### src/sv/ppp_pkg.sv
// ----------------------------------------------------------------------------
// ppp_pkg
// Shared widths, constants and types of the perspective point projection.
// ----------------------------------------------------------------------------
package ppp_pkg;

  localparam int COEFF_W = 32;
  localparam int COORD_W = 32;
  localparam int COEFF_N = 12;
  localparam int ACC_W   = 58;
  localparam int NUM_W   = ACC_W + 1;
  localparam int SIZE_W  = 14;
  localparam int PROD_W  = NUM_W + SIZE_W;
  localparam int OUT_W   = 21;
  localparam int QSTEPS  = OUT_W + 1;
  localparam int DIV_W   = ACC_W + 1 + OUT_W + 1;

  localparam logic signed [ACC_W-1:0] W_MIN   = 58'sd429496730;
  localparam logic signed [OUT_W-1:0] SCR_MAX = 21'h0FFFFF;
  localparam logic signed [OUT_W-1:0] SCR_MIN = 21'h100000;

  localparam logic [SIZE_W-1:0] WIDTH_RST  = 14'd1920;
  localparam logic [SIZE_W-1:0] HEIGHT_RST = 14'd1080;

  localparam logic ACT_LOAD    = 1'b0;
  localparam logic ACT_PROJECT = 1'b1;

  localparam logic CFG_WIDTH  = 1'b0;
  localparam logic CFG_HEIGHT = 1'b1;

  typedef struct packed {
    logic                    start;
    logic [SIZE_W-1:0]       size;
    logic signed [NUM_W-1:0] num;
    logic [ACC_W-1:0]        wval;
  } scale_req_t;

  typedef struct packed {
    logic             load;
    logic [3:0]       idx;
    logic [COEFF_W-1:0] value;
    logic             start;
  } dot_ctl_t;

endpackage

### src/sv/ppp_dot.sv
// ----------------------------------------------------------------------------
// ppp_dot
// Coefficient store and digit-serial multiply-accumulate for the x, y, w rows.
// ----------------------------------------------------------------------------
module ppp_dot import ppp_pkg::*; (
  input  logic                      clk_i,
  input  logic                      rst_ni,
  input  dot_ctl_t                  ctl_i,
  input  logic signed [COORD_W-1:0] px_i,
  input  logic signed [COORD_W-1:0] py_i,
  input  logic signed [COORD_W-1:0] pz_i,
  output logic                      done_o,
  output logic signed [ACC_W-1:0]   x_o,
  output logic signed [ACC_W-1:0]   y_o,
  output logic signed [ACC_W-1:0]   w_o
);

  typedef enum logic [3:0] {
    S_IDLE = 4'b0001,
    S_MUL  = 4'b0010,
    S_ACC  = 4'b0100,
    S_OFS  = 4'b1000
  } dot_state_e;

  dot_state_e state_q, state_d;
  logic [COEFF_W-1:0]        coeff_q [COEFF_N];
  logic signed [COORD_W-1:0] pt_q [3];
  logic signed [ACC_W-1:0]   acc_q [3];
  logic signed [63:0]        prod_q, prod_d;
  logic [1:0] row_q, row_d, col_q, col_d;
  logic [2:0] dig_q, dig_d;
  logic       done_q, done_d;

  logic signed [COEFF_W-1:0] c;
  logic signed [COORD_W-1:0] p;
  logic signed [4:0]         d5;
  logic signed [36:0]        pp;
  logic signed [63:0]        term;

  assign c  = coeff_q[{row_q, col_q}];
  assign p  = (col_q == 2'd1) ? pt_q[1] : (col_q == 2'd2) ? pt_q[2] : pt_q[0];
  assign d5 = (dig_q == 3'd7) ? $signed({p[31], p[31:28]})
                              : $signed({1'b0, p[{dig_q, 2'b00} +: 4]});
  assign pp   = c * d5;
  assign term = 64'(pp) <<< {dig_q, 2'b00};

  always_comb begin
    state_d = state_q;
    row_d   = row_q;
    col_d   = col_q;
    dig_d   = dig_q;
    prod_d  = prod_q;
    done_d  = 1'b0;
    case (state_q)
      S_IDLE: begin
        if (ctl_i.start) begin
          state_d = S_MUL;
          row_d   = 2'd0;
          col_d   = 2'd0;
          dig_d   = 3'd0;
        end
      end
      S_MUL: begin
        prod_d = ((dig_q == 3'd0) ? 64'sd0 : prod_q) + term;
        dig_d  = dig_q + 3'd1;
        if (dig_q == 3'd7) state_d = S_ACC;
      end
      S_ACC: begin
        col_d = col_q + 2'd1;
        state_d = (col_q == 2'd2) ? S_OFS : S_MUL;
      end
      S_OFS: begin
        col_d = 2'd0;
        if (row_q == 2'd2) begin
          state_d = S_IDLE;
          done_d  = 1'b1;
        end else begin
          row_d   = row_q + 2'd1;
          state_d = S_MUL;
        end
      end
      default: state_d = S_IDLE;
    endcase
  end

  always_ff @(posedge clk_i or negedge rst_ni) begin
    if (!rst_ni) begin
      state_q <= S_IDLE;
      row_q   <= 2'd0;
      col_q   <= 2'd0;
      dig_q   <= 3'd0;
      done_q  <= 1'b0;
      for (int i = 0; i < COEFF_N; i++) coeff_q[i] <= '0;
    end else begin
      state_q <= state_d;
      row_q   <= row_d;
      col_q   <= col_d;
      dig_q   <= dig_d;
      done_q  <= done_d;
      if (ctl_i.load && (ctl_i.idx < 4'(COEFF_N))) coeff_q[ctl_i.idx] <= ctl_i.value;
    end
  end

  always_ff @(posedge clk_i) begin
    prod_q <= prod_d;
    if (state_q == S_IDLE && ctl_i.start) begin
      pt_q[0] <= px_i;
      pt_q[1] <= py_i;
      pt_q[2] <= pz_i;
      for (int i = 0; i < 3; i++) acc_q[i] <= '0;
    end else if (state_q == S_ACC) begin
      acc_q[row_q] <= acc_q[row_q] + ACC_W'(prod_q >>> 8);
    end else if (state_q == S_OFS) begin
      acc_q[row_q] <= acc_q[row_q] + ACC_W'($signed({c, 8'b0}));
    end
  end

  assign done_o = done_q;
  assign x_o    = acc_q[0];
  assign y_o    = acc_q[1];
  assign w_o    = acc_q[2];

endmodule

### src/sv/ppp_scale.sv
// ----------------------------------------------------------------------------
// ppp_scale
// Bit-serial size*|n| product, then restoring division by 2w, saturated.
// ----------------------------------------------------------------------------
module ppp_scale import ppp_pkg::*; (
  input  logic                    clk_i,
  input  logic                    rst_ni,
  input  scale_req_t              req_i,
  output logic                    done_o,
  output logic signed [OUT_W-1:0] value_o
);

  typedef enum logic [3:0] {
    S_IDLE = 4'b0001,
    S_MULT = 4'b0010,
    S_DIV  = 4'b0100,
    S_FIN  = 4'b1000
  } scl_state_e;

  scl_state_e state_q;
  logic [SIZE_W-1:0] size_q;
  logic [NUM_W-1:0]  mag_q;
  logic              neg_q;
  logic [DIV_W-1:0]  rem_q, dsh_q;
  logic [3:0]        bit_q;
  logic [4:0]        step_q;
  logic              sat_q;
  logic [OUT_W-1:0]  quo_q;
  logic              done_q;
  logic signed [OUT_W-1:0] value_q;

  logic [NUM_W-1:0] mag;
  logic             ge;
  logic [OUT_W:0]   quo_x;

  assign mag   = req_i.num[NUM_W-1] ? NUM_W'(-req_i.num) : NUM_W'(req_i.num);
  assign ge    = rem_q >= dsh_q;
  assign quo_x = {1'b0, quo_q};

  always_ff @(posedge clk_i or negedge rst_ni) begin
    if (!rst_ni) begin
      state_q <= S_IDLE;
      done_q  <= 1'b0;
      bit_q   <= '0;
      step_q  <= '0;
    end else begin
      done_q <= (state_q == S_FIN);
      case (state_q)
        S_IDLE: begin
          if (req_i.start) begin
            state_q <= S_MULT;
            bit_q   <= 4'(SIZE_W - 1);
          end
        end
        S_MULT: begin
          bit_q <= bit_q - 4'd1;
          if (bit_q == 4'd0) begin
            state_q <= S_DIV;
            step_q  <= '0;
          end
        end
        S_DIV: begin
          step_q <= step_q + 5'd1;
          if (step_q == 5'(QSTEPS - 1)) state_q <= S_FIN;
        end
        S_FIN: state_q <= S_IDLE;
        default: state_q <= S_IDLE;
      endcase
    end
  end

  always_ff @(posedge clk_i) begin
    case (state_q)
      S_IDLE: begin
        if (req_i.start) begin
          size_q <= req_i.size;
          mag_q  <= mag;
          neg_q  <= req_i.num[NUM_W-1];
          rem_q  <= '0;
          dsh_q  <= DIV_W'({req_i.wval, 1'b0}) << OUT_W;
        end
      end
      S_MULT: begin
        rem_q <= {rem_q[DIV_W-2:0], 1'b0} + (size_q[bit_q] ? DIV_W'(mag_q) : '0);
      end
      S_DIV: begin
        if (ge) rem_q <= rem_q - dsh_q;
        if (step_q == 5'd0) sat_q <= ge;
        else quo_q <= {quo_q[OUT_W-2:0], ge};
        dsh_q <= dsh_q >> 1;
      end
      S_FIN: begin
        if (!neg_q) begin
          value_q <= (sat_q || quo_x > 22'd1048575) ? SCR_MAX : $signed(quo_q);
        end else begin
          value_q <= (sat_q || quo_x > 22'd1048576) ? SCR_MIN : OUT_W'(-quo_x);
        end
      end
      default: ;
    endcase
  end

  assign done_o  = done_q;
  assign value_o = value_q;

endmodule

### src/sv/perspective_point_projection.sv
// ----------------------------------------------------------------------------
// perspective_point_projection
// World point to screen pixel through three rows of a view-projection matrix.
//
//   channel | handshake                 | payload
//   in      | in_valid_i / in_ready_o   | action, coeff_index, coeff_value, point
//   out     | out_valid_o / out_ready_i | visible, screen_x, screen_y
//   cfg     | cfg_we_i                  | cfg_index_i, cfg_data_i
//
// A load item does not hold the input off. A project item holds the input off
// for the digit-serial dot product (nine 8-digit products, one fold per product,
// one offset per row), then, when visible, each axis in the shared scale unit
// (14 multiply, 22 divide steps), then the move into the output register.
// Reset clears coefficients and sets the screen size to 1920 by 1080.
// A result waits in the output register; a second one stalls the input.
// ----------------------------------------------------------------------------
module perspective_point_projection import ppp_pkg::*; (
  input  logic                      clk_i,
  input  logic                      rst_ni,
  input  logic                      cfg_we_i,
  input  logic                      cfg_index_i,
  input  logic [SIZE_W-1:0]         cfg_data_i,
  input  logic                      in_valid_i,
  output logic                      in_ready_o,
  input  logic                      action_i,
  input  logic [3:0]                coeff_index_i,
  input  logic signed [COEFF_W-1:0] coeff_value_i,
  input  logic signed [COORD_W-1:0] point_x_i,
  input  logic signed [COORD_W-1:0] point_y_i,
  input  logic signed [COORD_W-1:0] point_z_i,
  output logic                      out_valid_o,
  input  logic                      out_ready_i,
  output logic                      visible_o,
  output logic signed [OUT_W-1:0]   screen_x_o,
  output logic signed [OUT_W-1:0]   screen_y_o
);

  typedef enum logic [4:0] {
    S_IDLE = 5'b00001,
    S_DOT  = 5'b00010,
    S_SX   = 5'b00100,
    S_SY   = 5'b01000,
    S_HOLD = 5'b10000
  } top_state_e;

  top_state_e state_q;
  logic [SIZE_W-1:0] width_q, height_q;
  logic res_vis_q;
  logic signed [OUT_W-1:0] res_sx_q, res_sy_q;
  logic out_valid_q, out_vis_q;
  logic signed [OUT_W-1:0] out_sx_q, out_sy_q;
  logic                    scl_start_q;
  logic [SIZE_W-1:0]       scl_size_q;
  logic signed [NUM_W-1:0] scl_num_q;
  logic [ACC_W-1:0]        scl_wval_q;
  scale_req_t scl_req;
  dot_ctl_t   dctl;

  logic dot_done, scl_done, acc, dot_vis;
  logic signed [ACC_W-1:0] xv, yv, wv;
  logic signed [OUT_W-1:0] scl_val;

  assign in_ready_o = (state_q == S_IDLE);
  assign acc        = in_valid_i && in_ready_o;
  assign dot_vis    = !(wv < W_MIN);

  assign dctl.load  = acc && (action_i == ACT_LOAD);
  assign dctl.start = acc && (action_i == ACT_PROJECT);
  assign dctl.idx   = coeff_index_i;
  assign dctl.value = coeff_value_i;

  assign scl_req = '{start: scl_start_q, size: scl_size_q, num: scl_num_q,
                     wval: scl_wval_q};

  ppp_dot u_dot (
    .clk_i, .rst_ni, .ctl_i(dctl),
    .px_i(point_x_i), .py_i(point_y_i), .pz_i(point_z_i),
    .done_o(dot_done), .x_o(xv), .y_o(yv), .w_o(wv)
  );

  ppp_scale u_scale (
    .clk_i, .rst_ni, .req_i(scl_req), .done_o(scl_done), .value_o(scl_val)
  );

  always_ff @(posedge clk_i or negedge rst_ni) begin
    if (!rst_ni) begin
      state_q     <= S_IDLE;
      width_q     <= WIDTH_RST;
      height_q    <= HEIGHT_RST;
      out_valid_q <= 1'b0;
      scl_start_q <= 1'b0;
    end else begin
      scl_start_q <= (state_q == S_DOT && dot_done && dot_vis) ||
                     (state_q == S_SX && scl_done);
      if (cfg_we_i) begin
        if (cfg_index_i == CFG_WIDTH) width_q <= cfg_data_i;
        else height_q <= cfg_data_i;
      end
      if (state_q == S_HOLD && (!out_valid_q || out_ready_i)) out_valid_q <= 1'b1;
      else if (out_ready_i) out_valid_q <= 1'b0;
      case (state_q)
        S_IDLE: if (dctl.start) state_q <= S_DOT;
        S_DOT: begin
          if (dot_done) state_q <= dot_vis ? S_SX : S_HOLD;
        end
        S_SX: if (scl_done) state_q <= S_SY;
        S_SY: if (scl_done) state_q <= S_HOLD;
        S_HOLD: if (!out_valid_q || out_ready_i) state_q <= S_IDLE;
        default: state_q <= S_IDLE;
      endcase
    end
  end

  always_ff @(posedge clk_i) begin
    case (state_q)
      S_DOT: begin
        res_vis_q  <= dot_vis;
        res_sx_q   <= '0;
        res_sy_q   <= '0;
        scl_size_q <= width_q;
        scl_num_q  <= NUM_W'(wv) + NUM_W'(xv);
        scl_wval_q <= wv;
      end
      S_SX: begin
        if (scl_done) res_sx_q <= scl_val;
        scl_size_q <= height_q;
        scl_num_q  <= NUM_W'(wv) - NUM_W'(yv);
      end
      S_SY: if (scl_done) res_sy_q <= scl_val;
      S_HOLD: begin
        if (!out_valid_q || out_ready_i) begin
          out_vis_q <= res_vis_q;
          out_sx_q  <= res_sx_q;
          out_sy_q  <= res_sy_q;
        end
      end
      default: ;
    endcase
  end

  assign out_valid_o = out_valid_q;
  assign visible_o   = out_vis_q;
  assign screen_x_o  = out_sx_q;
  assign screen_y_o  = out_sy_q;

endmodule

### config.mk
export PLATFORM = sky130hd
export DESIGN_NAME = perspective_point_projection
export DESIGN_NICKNAME = d
export VERILOG_FILES = /design/src/sv/ppp_pkg.sv /design/src/sv/ppp_dot.sv /design/src/sv/ppp_scale.sv /design/src/sv/perspective_point_projection.sv
export SDC_FILE = /design/constraint.sdc
export NUM_CORES = 2
export LEC_CHECK = 0
export BUFFER_PORTS_ARGS = -buffer_cell sky130_fd_sc_hd__clkbuf_2
export CAP_MARGIN = 10
export CORE_ASPECT_RATIO = 2
export CORE_MARGIN = 2
export CORE_UTILIZATION = 45
export DETAILED_ROUTE_END_ITERATION = 8
export GPL_ROUTABILITY_DRIVEN = 0
export SLEW_MARGIN = 20
export SYNTH_ARGS = -nofsm -noshare
export SYNTH_HDL_FRONTEND = slang
export SYNTH_SLANG_ARGS = --single-unit
### constraint.sdc
create_clock -name clk_i -period 12.29 [get_ports clk_i]
set_input_delay 2.458 -clock clk_i [delete_from_list [all_inputs] [get_ports clk_i]]
set_output_delay 2.458 -clock clk_i [all_outputs]
set_load 0.005 [all_outputs]
# Yosys cells after proc, flatten, opt, wreduce, memory -nomap -nowiden
# Memories as Yosys holds them, arrays and structs flattened.
# Index checks and enable logic that the tools add are counted.
[word_totals] reg_bits=1005 ramBits=270 mem_count=2 out_inout_bits=45
[classes] bitwise_logic=6 add_sub_neg=14 n_mux=70 order_cmp=9 mul=1 n_shift=2 eq_ne=30 reduce_logical=48
[mem_list] memory="u_dot.acc_q" depth=3 width=58 rd=4 rd_ports_with_merged_regs=0 wr=3 line_no="ppp_dot.sv:28" rtl="logic signed [ACC_W-1:0] acc_q [3];"
[mem_list] memory="u_dot.pt_q" depth=3 width=32 rd=3 rd_ports_with_merged_regs=0 wr=3 line_no="ppp_dot.sv:27" rtl="logic signed [COORD_W-1:0] pt_q [3];"
[ops] op="$bwmux 384" n=1
[ops] op="$mux 81" n=3
[ops] op="$pmux 81 s3" n=1
[ops] op="$mux 58" n=3
[ops] op="$pmux 81 s2" n=1
[ops] op="$mux 32" n=5
[ops] op="$bmux 32 s4" n=1
[ops] op="$demux 32 s4" n=1
[ops] op="$pmux 59 s2" n=1
[ops] op="$mux 21" n=4
[ops] op="$pmux 21 s2" n=2
[ops] op="$add 81x81->81" n=1
[ops] op="$ge 81x81->1" n=1
[ops] op="$sub 81x81->81" n=1
[ops] op="$add 64x64->64" n=1
[ops] op="$mux 64" n=1
[ops] op="$sshl 37x5->64" n=1
[ops] op="$add 58x58->59" n=1
[ops] op="$mux 59" n=1
[ops] op="$neg 59->59" n=1
[ops] op="$sub 58x58->59" n=1
[ops] op="$add 58x40->58" n=1
[ops] op="$add 58x56->58" n=1
[ops] op="$lt 58x30->1 const B" n=1
[ops] op="other kinds (57)" n=144

# Depth between registers and ports, before layout
[logic_depth] depth_word=9 depth_mapped=49 depth_no_buf=41

# Modules after synthesis
# From an unflattened synthesis, not the netlist that was laid out.
[hier_totals] cells_unflattened=8179 area_unflattened_um2=85698.4
[modules_own_cells] module="ppp_dot" cells_per_inst=4587 area_each_um2=50377.1 instances=1 seq_area_each_um2=21682.0
[modules_own_cells] module="ppp_scale" cells_per_inst=2372 area_each_um2=21784.6 instances=1 seq_area_each_um2=8699.6
[modules_own_cells] module="perspective_point_projection" cells_per_inst=1220 area_each_um2=13536.7 instances=1 seq_area_each_um2=7403.4

# Worst setup path after synthesis
# OpenSTA, ideal clock, no wires.
[synth_timing] path_kind="reg2reg" from="reg u_dot.col_q[0]" to="reg u_dot.prod_q[60], data pin" path_stages_with_launch=44 arrival_time_ns=11.107 setup_slack_ns=0.913 path_cell_list="dfrtp_1 > clkbuf_1 > buf_1 > clkbuf_1 > inv_1 > ha_1 > clkbuf_1 > buf_1 > clkbuf_1 > mux2i_1 > nor2_1 > a21oi_1 > mux4_2 > mux2i_1 > o21ai_1 > or2_2 > fa_1 > fa_1 > [... 8 more ...] > nor2_1 > mux2i_1 > a2111oi_0 > mux2i_1 > o21ai_0 > mux2i_1 > ha_1 > nand2_1 > nor4_1 > a21oi_1 > o211ai_1 > o211ai_1 > o21ai_0 > a41oi_1 > o21ai_0 > nand4_1 > a311oi_1 > xor2_1"
[synth_between] elab_chain_cells=8 word_cells_on_any_way=13
[synth_rtl] element="start: declaration" line_no="ppp_dot.sv:30" rtl="logic [1:0] row_q, row_d, col_q, col_d;"
[synth_rtl] element="start signal: assignment" line_no="ppp_dot.sv:97" rtl="col_q <= col_d;"
[synth_rtl] element="$eq 2x2->1" line_no="ppp_dot.sv:41" rtl="assign p = (col_q == 2'd1) ? pt_q[1] : (col_q == 2'd2) ? pt_q[2] : pt_q[0];"
[synth_rtl] element="$mux 32 (2 in a row)" line_no="ppp_dot.sv:41"
[synth_rtl] element="$shiftx 32x6->4" line_no="ppp_dot.sv:43" rtl=": $signed({1'b0, p[{dig_q, 2'b00} +: 4]});"
[synth_rtl] element="$mux 5" line_no="ppp_dot.sv:42" rtl="assign d5 = (dig_q == 3'd7) ? $signed({p[31], p[31:28]})"
[synth_rtl] element="$mul 32x5->37 (*)" line_no="ppp_dot.sv:44" rtl="assign pp = c * d5;"
[synth_rtl] element="$sshl 37x5->64 (*)" line_no="ppp_dot.sv:45" rtl="assign term = 64'(pp) <<< {dig_q, 2'b00};"
[synth_rtl] element="$add 64x64->64 (*)" line_no="ppp_dot.sv:64" rtl="prod_d = ((dig_q == 3'd0) ? 64'sd0 : prod_q) + term;"
[synth_rtl] element="end signal: assignment" line_no="ppp_dot.sv:105" rtl="prod_q <= prod_d;"
[synth_rtl] element="end: declaration" line_no="ppp_dot.sv:29" rtl="logic signed [63:0] prod_q, prod_d;"
# Every way passes the cells marked *; elsewhere a longest branch is shown, timed or not. The select of a mux whose other input is x is not followed.
# A chain may end at the register's enable or synchronous reset.

# Final worst setup path
# Same ends and word-level chain as after synthesis.

==> metrics.csv <==
stage;metric;value;unit
timing;RSZ-0062 raised after global routing;false;
synthesis;post-synthesis xor/xnor area fraction;5.04;%
global_routing;antenna violations before repair;2;
timing;final-report hold violation count;0;
synthesis;number of synthesized flops with an enable pin;887;
timing;relative slew slack;24.6;%
routing;post-detailed-routing wire length;255;mm
worst_setup_path;critical-path maximum fanout;17;
synthesis;top cells by area in the synthesized netlist;edfxtp_1, dfrtp_1, ha_1;
clock_network;clk_lat worst skew;860;ps
placement;DPL Wire Length;194;mm
power_and_ir_drop;Sequential Power Share;36.3;%
worst_setup_path;Critical Path End Type;flop;
placement;# port buffers;197;
power_and_ir_drop;maximum resistive drop on vdd;0.162;mV
timing;clock skew after layout;106;ps
worst_setup_path;Crit Path Class;flop to flop;
worst_setup_path;most frequent CP cell;buf_4;
worst_setup_path;CP max stage cell;fa_1;
floorplanning;number of top-level pins;198;
power_and_ir_drop;Switch Pwr;5.68;mW
floorplanning;starting density of the core;45.3;%
synthesis;Syn Std Cell Area;85000;um^2
power_and_ir_drop;Sw Share;35.1;%
floorplanning;width of the die;311;um
clock_network;number of clock sinks seen by CTS;1332;
clock_network;total CTS buffers;139;
synthesis;most area-hungry cell type in the Yosys netlist;edfxtp_1;
final_layout;Total Nets Final;8759;
routing;number of search-and-repair iterations in the first detailed-routing pass;8;
synthesis;dominant combinational cell family by area after synthesis;compound AO/OA/AOI/OAI gates;
floorplanning;area of the die;193000;um^2
global_routing;number of global-route vias before repair;65600;
clock_network;clock input transition at the sequential cells of the worst setup and hold paths;70;ps
power_and_ir_drop;leakage power figure;40.0;nW
timing;upper clock frequency limit;86.0;MHz
power_and_ir_drop;combinational share of power;36.7;%
timing;final critical-path required period;11630;ps
final_layout;layout cells sized above 1;15.5;%
synthesis;top cell type's share of synthesized area;31.3;%
synthesis;Synthesized Nets;8720;
power_and_ir_drop;total power;16.2;mW
timing;fin. max-slew vios;0;
timing;Period Utilization, post-route;94.6;%
routing;violation count after the first detailed-routing iteration;4204;
synthesis;count of synthesis-stage warnings from yosys;0;
synthesis;total of flip-flops plus latches after synthesis;1332;
worst_setup_path;worst stage delay on the critical path;520;ps
routing;detail-routed net length per standard cell;23.9;um
timing;worst slack on hold paths;419;ps
final_layout;fillcell total;17100;
global_routing;first-pass GRT wire length;385;mm
floorplanning;area of the core region;188000;um^2
global_routing;Total GRT Usage;26.0;%
routing;DR vias;63200;
synthesis;FFs w/ async S/R, synth;33.4;%
synthesis;proportion of synthesized chip area in sequential cells;44.4;%
worst_setup_path;required time worst endpoint;12840;ps
global_routing;Congestion Overflow GR;0;
run;number of violations of the max-capacitance limit;0;
placement;total placed instance area;88700;um^2
placement;worst setup slack after placement;-147;ps
outcome;outcome;finished, final reports clean;
final_layout;final standard cell area without fillers;93400;um^2
floorplanning;std cell rows;225;
synthesis;number of library cell types mapped by synthesis;99;
synthesis;share of the synthesized area in compound gates (AO/OA/AOI/OAI);14.2;%
final_layout;count of placed standard cells in the final layout, fillers left out;10700;
clock_network;total number of H-tree levels;4;
clock_network;CTS tree;built;
power_and_ir_drop;total power density per cell area;173;nW/um^2
final_layout;Layout Area Growth over Synthesis;9.82;%
synthesis;syn_area_per_cell;10.6;um^2
timing;Worst Tran Pin Value;1130;ps
placement;number of cells after detailed placement;10400;
power_and_ir_drop;portion of total power attributed to the clock network;27.0;%
timing;Sum Neg Setup Slack;0;ps
routing;number of nets with antenna violations after routing;0;
synthesis;post-synthesis share of cell area spent on and, or, nand and nor gates;12.1;%
clock_network;worst-case clock buffer depth;4;
worst_setup_path;kind of start point of the critical path;flop;
worst_setup_path;signal arrival time at the worst endpoint;12180;ps
clock_network;number of buffers inserted to repair setup after CTS;0;
floorplanning;die extent in y;619;um
routing;remaining design rule violation count;0;
synthesis;Synth Instances;8012;
global_routing;largest net degree at the start of global routing;181;
synthesis;ys flop type;edfxtp_1;
final_layout;final cell utilization of the core;49.7;%
clock_network;quantity of hold-fixing buffers added after cts;0;
power_and_ir_drop;Cell Int Power;10.5;mW
timing;final worst setup slack;665;ps
clock_network;root buffer cell;clkbuf_16;
synthesis;share of synthesized area spent on multiplexers;11.2;%
timing;final count of negative-setup-slack endpoints;0;
synthesis;adder and majority cell fraction of the synthesized area;9.08;%
worst_hold_path;HP Class;flop to flop;
routing;vias per cell;5.93;
critical path: cells and delay by family (launching register included):
family,cells,cell delay (ps)
buffers and inverters,8,1410
adder cells (fa/ha/maj),7,2500
multiplexers,5,980
AO/OA/AOI/OAI,17,4550
XOR/XNOR,1,120
AND/OR/NAND/NOR,6,1280
flip-flops,1,500
power groups by stage:
stage                     clock, mW  combinational, mW  sequential [mW]
after floorplan                   0               4.27             5.82
after global placement            0               5.67             5.90
after detailed placement          0               5.78             5.94
after CTS                      4.46               5.80             5.85
after global routing           4.60               6.48             5.92
final                          4.37               5.93             5.86
kinds of logic (layout without fill, tap and decap cells):
logic type	after synthesis	after routing
simple gates	2158	2158
compound gates	1908	1908
flops	1332	1332
buf+inv	892	1029
mux	678	678
fa+ha+maj	555	555
xor+xnor	489	489
other cells	0	4
path summary, 6_finish.rpt:
path / cells past startpoint / start / slack, ps / endpoint
worst max register to register: 44 / u_dot.col_q[0] / 660 / u_dot.prod_q[60]
worst max-delay path: 44 / u_dot.col_q[0] / 660 / u_dot.prod_q[60]
max in group asynchronous: 4 / rst_ni / 8200 / u_dot.coeff_q[358]
min in group asynchronous: 1 / rst_ni / 1640 / u_dot.coeff_q[29]
worst min-delay path: 0 / res_sx_q[8] / 420 / screen_x_o[8]
worst min register to register: 0 / res_sx_q[8] / 420 / screen_x_o[8]
metal layers:
layer / routed length, um / GRT usage [%] / vias to the layer above / part of all wire, %
met5: 0 / 0 / - / 0
met4: 22600 / 19.9 / 0 / 8.9
met3: 9330 / 2.95 / 801 / 3.7
met2: 138000 / 50.1 / 1874 / 54
met1: 84600 / 24.8 / 31300 / 33
li1: - / - / 29300 / -
cell type report:
cell class / count / area, um^2 / share of cell area, %
inverter: 485 / 1820 / 1.95
clock buffer: 177 / 3810 / 4.08
sequential: 1332 / 37800 / 40.5
multi-input combinational: 5788 / 44200 / 47.3
timing repair buffer: 305 / 1880 / 2.01
clock inverter: 62 / 781 / 0.836
tap: 2497 / 3120 / 3.35
antenna: 4 / 10.0 / 0.0107
registers in the layout, summed over array words and instances, names as in the netlist, 14 cells and up:
register	cells
width_q	14
height_q	14
u_scale.mag_q	59
scl_size_q	14
u_dot.coeff_q	384
scl_wval_q	58
scl_num_q	59
u_dot.prod_q	64
res_sy_q	21
u_scale.dsh_q	80
u_scale.quo_q	21
u_scale.rem_q	81
screen_x_o	21
res_sx_q	21
u_scale.value_o	21
u_scale.size_q	14
screen_y_o	21
u_dot.acc_q	232
u_dot.pt_q	96
cell usage in the layout (no fill, tap or decap), drive strengths merged, types with 58 or more instances in the layout:
master    n
edfxtp  887
nor2    667
nand2   625
a21oi   525
inv     492
o21ai   460
ha      451
dfrtp   434
mux2    433
clkbuf  373
a21o    290
xnor2   287
and2    209
xor2    202
mux4    176
buf     109
nand3   106
fa      104
nand4   100
nor3     93
and3     74
o22ai    74
o21bai   70
mux2i    69
a211oi   65
a31oi    59
nand2b   58
cell usage after synthesis, types with 12 or more instances:
cell type	count
clkbuf_1	356
xnor2_1	287
a21oi_1	524
o31ai_1	42
ha_1	451
and2_1	208
nand4_1	99
fa_1	104
a21boi_0	16
nand3_1	106
a211oi_1	65
xor2_1	201
or4_1	15
or2_2	26
nor2_1	667
o21bai_1	70
dfrtp_1	434
o211ai_1	35
edfxtp_1	887
and4_1	17
a21o_1	290
mux4_2	176
nand2b_1	56
o22ai_1	74
nor4_1	29
nor3_1	91
or3_1	40
a2111oi_0	12
inv_1	483
buf_1	48
mux2_2	433
o31a_1	19
nand2_1	624
o21a_1	45
o311ai_0	22
and3_1	74
nand3b_1	16
a211o_1	20
nor2b_1	42
o21ai_0	456
o41ai_1	19
a31oi_1	59
mux2i_1	69
a31o_2	17
repair_timing:
item                                    CTS  global route
pin swaps                                 0             0
resized for setup                         1             6
endpoints found under the setup margin    1            11
(Power assumes the default switching activity.)
